$ cat src/sobel_edge_magnitude_macros.svh
// ============================================================================
// Sobel edge magnitude assertion macros
// Concurrent check macros for the top-level RTL file; empty under synthesis.
// ============================================================================
`ifndef SOBEL_EDGE_MAGNITUDE_MACROS_SVH
`define SOBEL_EDGE_MAGNITUDE_MACROS_SVH
`ifndef SYNTHESIS
// Same-cycle implication check.
`define SOBM_ASSERT_IMP(label, clk, rst_n, ante, cons) \
  label: assert property (@(posedge clk) disable iff (!rst_n) (ante) |-> (cons)) \
    else $error("sobel_edge_magnitude: check failed");
// Next-cycle implication check.
`define SOBM_ASSERT_NXT(label, clk, rst_n, ante, cons) \
  label: assert property (@(posedge clk) disable iff (!rst_n) (ante) |=> (cons)) \
    else $error("sobel_edge_magnitude: check failed");
`else
`define SOBM_ASSERT_IMP(label, clk, rst_n, ante, cons)
`define SOBM_ASSERT_NXT(label, clk, rst_n, ante, cons)
`endif
`endif

$ cat src/sobm_pkg.sv
// ============================================================================
// Sobel edge magnitude package
// Shared types, register indexes and field widths.
// ============================================================================
`default_nettype none
package sobm_pkg;
  // Field widths.
  localparam int CH_W   = 8;
  localparam int PIX_W  = 3 * CH_W;
  localparam int GRAD_W = 11;
  localparam int SUM_W  = 21;
  localparam int ROW_W  = 17;
  localparam int FW_W   = 11;
  localparam int FH_W   = 16;
  localparam int CFG_IDX_W  = 1;
  localparam int CFG_DATA_W = 16;

  // Configuration register indexes.
  localparam logic [CFG_IDX_W-1:0] CFG_FRAME_WIDTH  = 1'd0;
  localparam logic [CFG_IDX_W-1:0] CFG_FRAME_HEIGHT = 1'd1;

  // Item sequencer states.
  typedef enum logic [4:0] {
    S_IDLE   = 5'b00001,
    S_READ   = 5'b00010,
    S_GRAD   = 5'b00100,
    S_SQUARE = 5'b01000,
    S_ROOT   = 5'b10000
  } state_t;

  // Border flags of the output pixel, plus the end-of-frame mark.
  typedef struct packed {
    logic top;
    logic bot;
    logic lft;
    logic rgt;
    logic last;
  } edge_mask_t;
endpackage
`default_nettype wire

$ cat src/sobm_root.sv
// ============================================================================
// Sobel rounded root
// Finds the largest n below 256 with n*(n-1) < sum, one bit per cycle.
// ============================================================================
`default_nettype none
module sobm_root (
  input  wire logic                      clk,
  input  wire logic                      rst_n,
  input  wire logic                      start,
  input  wire logic [sobm_pkg::SUM_W-1:0] sum_sq,
  output logic                           done,
  output logic [sobm_pkg::CH_W-1:0]      root
);
  import sobm_pkg::*;

  localparam int BIT_W = $clog2(CH_W);

  logic [SUM_W-1:0]   sum_r;
  logic [CH_W-1:0]    n_r;
  logic [BIT_W-1:0]   bit_r;
  logic               busy_r;
  logic               done_r;
  logic [CH_W-1:0]    cand;
  logic [2*CH_W-1:0]  prod;

  // Trial value with the current bit set.
  always_comb begin
    cand = n_r | (CH_W'(1) << bit_r);
    prod = {{CH_W{1'b0}}, cand} * {{CH_W{1'b0}}, cand - CH_W'(1)};
  end

  // Control of the bit loop.
  always_ff @(posedge clk) begin
    if (!rst_n) begin
      busy_r <= 1'b0;
      done_r <= 1'b0;
      bit_r  <= '0;
    end else if (start) begin
      busy_r <= 1'b1;
      done_r <= 1'b0;
      bit_r  <= BIT_W'(CH_W - 1);
    end else if (busy_r) begin
      if (bit_r == '0) begin
        busy_r <= 1'b0;
        done_r <= 1'b1;
      end else begin
        bit_r <= bit_r - BIT_W'(1);
      end
    end
  end

  // Partial root and operand.
  always_ff @(posedge clk) begin
    if (start) begin
      sum_r <= sum_sq;
      n_r   <= '0;
    end else if (busy_r && (SUM_W'(prod) < sum_r)) begin
      n_r <= cand;
    end
  end

  assign done = done_r;
  assign root = n_r;
endmodule
`default_nettype wire

$ cat config.mk
export PLATFORM = sky130hd
export DESIGN_NAME = sobm_root
export DESIGN_NICKNAME = d
export VERILOG_FILES = /design/src/sobel_edge_magnitude_macros.svh /design/src/sobm_pkg.sv /design/src/sobm_root.sv
export SDC_FILE = /design/constraint.sdc
export NUM_CORES = 1
export LEC_CHECK = 0
export BUFFER_PORTS_ARGS = -buffer_cell sky130_fd_sc_hd__buf_2
export CAP_MARGIN = 20
export CORE_AREA = 4 4 92 94
export DETAILED_ROUTE_END_ITERATION = 12
export DIE_AREA = 0 0 96 98
export MAX_ROUTING_LAYER = met4
export PLACE_DENSITY = 0.79
export SLEW_MARGIN = 20
export SYNTH_ARGS = -nofsm -noshare
export SYNTH_HDL_FRONTEND = slang
export SYNTH_SLANG_ARGS = --single-unit
$ cat constraint.sdc
create_clock -name clk -period 7.5 [get_ports clk]
set_clock_uncertainty 0.1 [all_clocks]
set_input_delay 1.5 -clock clk [delete_from_list [all_inputs] [get_ports clk]]
set_output_delay 1.5 -clock clk [all_outputs]
set_load 0.01 [all_outputs]
==> impl_metrics.toml <==
[floorplan]
dieArea_sq_um = 9410
rows = 32
start_util_pct = 50.4
io_pins = 33
die_height_um = 98
die_w_um = 96
core-area_sq_um = 7650

[worst_setup_path]
reg2regPathDepth = 29
cpPeakStageDelay_ns = 0.55
crit_start = "bit_r[0]"
crit_path_end_kind = "register"
critical_path_class = "reg2reg"
critPathSlowestCell = "fa_1"
startpoint_type = "register"
arrival_ns = 7.17
endpoint = "root[2]"
cp.required_ns = 7.59
r2r-end = "root[2]"
cp_max_fo = 7
r2r_slack_ns = 0.41
r2r-start = "bit_r[0]"

[grt]
grt_pass1_wl_um = 14600
grt_pass1_vias = 3186
grt_remaining_overflow = 0
grt_max_degree = 31
antenna_found_initial = 0
grtUsageTotal_pct = 20.1

[power_and_ir_drop]
vdd_ir_drop_max_v = 0.000153
combPwrFrac_pct = 67.5
pwr_density_cell_nw_per_um2 = 252
switching_power_w = 0.000517
swShare_pct = 46.9
pwr-share-clk_pct = 11.9
p_seq_share_pct = 20.6
leakagePower_nw = 2.25
power_report.internal_total_w = 0.000585

[place]
place_inst = 552
gp_congestion = 0.977
portBuffers = 32
place_area_sq_um = 4200
dp_hpwl_um = 6960

[synth]
syn_avg_cell_area_sq_um = 9.33
synth_top_family_by_area = "adder cells"
async_flop_share_pct = 0
ys_seq_elements = 34
yosysSeqAreaShare_pct = 23.1
synth_edf_count = 21
synth_cell_type_count = 48
syn-num-nets = 537
synth-xor-area-share_pct = 2.50
yosysWarningCount = 0
syn-cell-area_sq_um = 3850
yosys.area_share.adder_pct = 39.5
synth_compound_area_share_pct = 11.0
synth-simple-area-share_pct = 15.1
synth_mux_area_share_pct = 0.519
synthCells = 413
ys.flop_type = "edfxtp_1"

[status]
status = "completed"

[detailed_routing]
dr.first_iter.drc_count = 167
dr_total_vias = 3030
wire_per_inst_um = 15.1
via_per_inst = 5.37
first_pass_iters = 4
routed_wl_um = 8530
ant_nets = 0
route.detailed.drc = 0

[sta]
setup_violations = 0
period_share_pct = 94.5
tightest_slew_ns = 0.639
hold_viol = 0
max_freq_mhz = 141
hold_slack_ns = 0.392
relSlewSlack_pct = 57.4
fin_tns_setup_ns = 0
finalCriticalPeriod_ns = 7.09
final_max_slew_viol_count = 0
rsz0062_at_grt = "no"

[finish]
final_cell_area_sq_um = 4370
diodes = 0
area_growth_pct = 13.4
finalNetCount = 585
finalNonFillerCells = 564
drive_above_1_share_pct = 18.6
fill_cells = 674

[clock_tree]
cts_inserted_buffers = 5
cts_hold_buf = 0
clock_tree.root_cell = "clkbuf_8"
cts_tree = "done"
clkTransAtPathRegs_ns = 0.08
insertion_delay_ns = 0.29
clockBufferDepth = 2
htreeDepth = 2
cts_sinks = 34

[worst_hold_path]
hold_path.class = "reg2reg"

[flow_run]
maxCapViolCount = 0
state kept, by name (all words and copies together) (netlist names):
| signal | cells |
|---|---|
| bit_r | 3 |
| sum_r | 21 |
| busy_r | 1 |
| done | 1 |
| root | 8 |
logic make-up (layout without fill, tap and decap cells):
family / after synthesis / in the layout
multiplexers: 2 / 2
buffers and inverters: 85 / 134
AO/OA/AOI/OAI: 60 / 60
XOR/XNOR: 11 / 11
adder cells (fa/ha/maj): 100 / 100
flip-flops: 34 / 34
AND/OR/NAND/NOR: 121 / 121
worst min-delay path by stage:
stage	to	cells past startpoint	startpoint
2_1_floorplan	root[5]	2	root[5]
6_report	root[5]	2	root[5]
5_1_grt	root[1]	2	root[1]
4_1_cts	root[2]	2	root[2]
3_3_place_gp	root[6]	2	root[6]
3_5_place_dp	root[5]	2	root[5]
worst max-delay path, delay by kind of cell (launching register included):
family          cells  cell delay (ns)
simple gates        7             1.14
fa+ha+maj           9             3.36
flops               1             0.36
compound gates      7             1.43
buf+inv             6             0.60
power groups by stage:
| stage | registers (W) | logic, W | clock network, W |
|---|---|---|---|
| after floorplan | 0.000229 | 0.000525 | 0 |
| after global placement | 0.000230 | 0.000685 | 0 |
| after detailed placement | 0.000231 | 0.000714 | 0 |
| after CTS | 0.000226 | 0.000724 | 0.000134 |
| after global routing | 0.000229 | 0.000849 | 0.000144 |
| final | 0.000227 | 0.000744 | 0.000131 |
final cells by class:
type                       instances  area [sq um]  share of cell area [%]
clock buffer                       6          72.6                    1.66
clock inverter                     2          10.0                   0.229
inverter                          80           300                    6.87
multi-input combinational        294          2700                    61.8
sequential                        34           892                    20.4
tap                              102           128                    2.92
timing repair buffer              46           265                    6.07
synth_stat cells (all sizes together), types with 2 or more instances:
master | instances | area share (%)
and3 | 2 | 0.32
xor2 | 3 | 0.68
clkbuf | 4 | 0.39
nand2b | 5 | 0.81
dfxtp | 13 | 6.8
a21o | 2 | 0.39
nor3 | 7 | 0.91
fa | 36 | 19
a21oi | 25 | 3.5
mux2i | 2 | 0.52
nor2b | 8 | 1.3
xnor2 | 8 | 1.8
o21ai | 8 | 1.0
inv | 80 | 7.8
ha | 64 | 21
or2 | 11 | 1.8
a21boi | 4 | 0.78
edfxtp | 21 | 16
a31oi | 2 | 0.49
nand3 | 10 | 1.3
o211ai | 3 | 0.58
o41ai | 6 | 1.4
nor2 | 43 | 4.4
nand2 | 27 | 2.6
through the flow:
stage                     setup slack [ns]  total power, W  util, %
final                                0.413         0.00110     57.1
after floorplan                      0.826        0.000754        -
after detailed placement            0.0897        0.000944     54.9
after global routing              0.000285         0.00122     57.1
after global placement               0.366        0.000915     54.9
after CTS                           0.0663         0.00108     56.0
per-layer routing:
| metal | global-route usage [%] | part of all wire [%] |
|---|---|---|
| met2 | 32.7 | 52 |
| met4 | 5.25 | 1.7 |
| met5 | - | 0 |
| met3 | 3.24 | 5.7 |
| met1 | 25.9 | 40 |
placed cells by master (no fill, tap or decap), drive strengths merged, types with 5 or more instances in the layout:
cell and instances:
fa 36, xnor2 8, a21oi 25, nor3 7, nor2 43, nand3 10, buf 46, inv 80
nand2b 5, nand2 27, ha 64, o41ai 6, clkbuf 6, edfxtp 21, nor2b 8, o21ai 8
dfxtp 13, or2 11
what timing repair did:
action	in CTS	in global routing
pin swaps	0	6
resized for setup	1	13
setup buffers	0	4
cloned	0	0
endpoints found under the setup margin	1	8
Note: power is estimated with default switching activity, not from simulation.
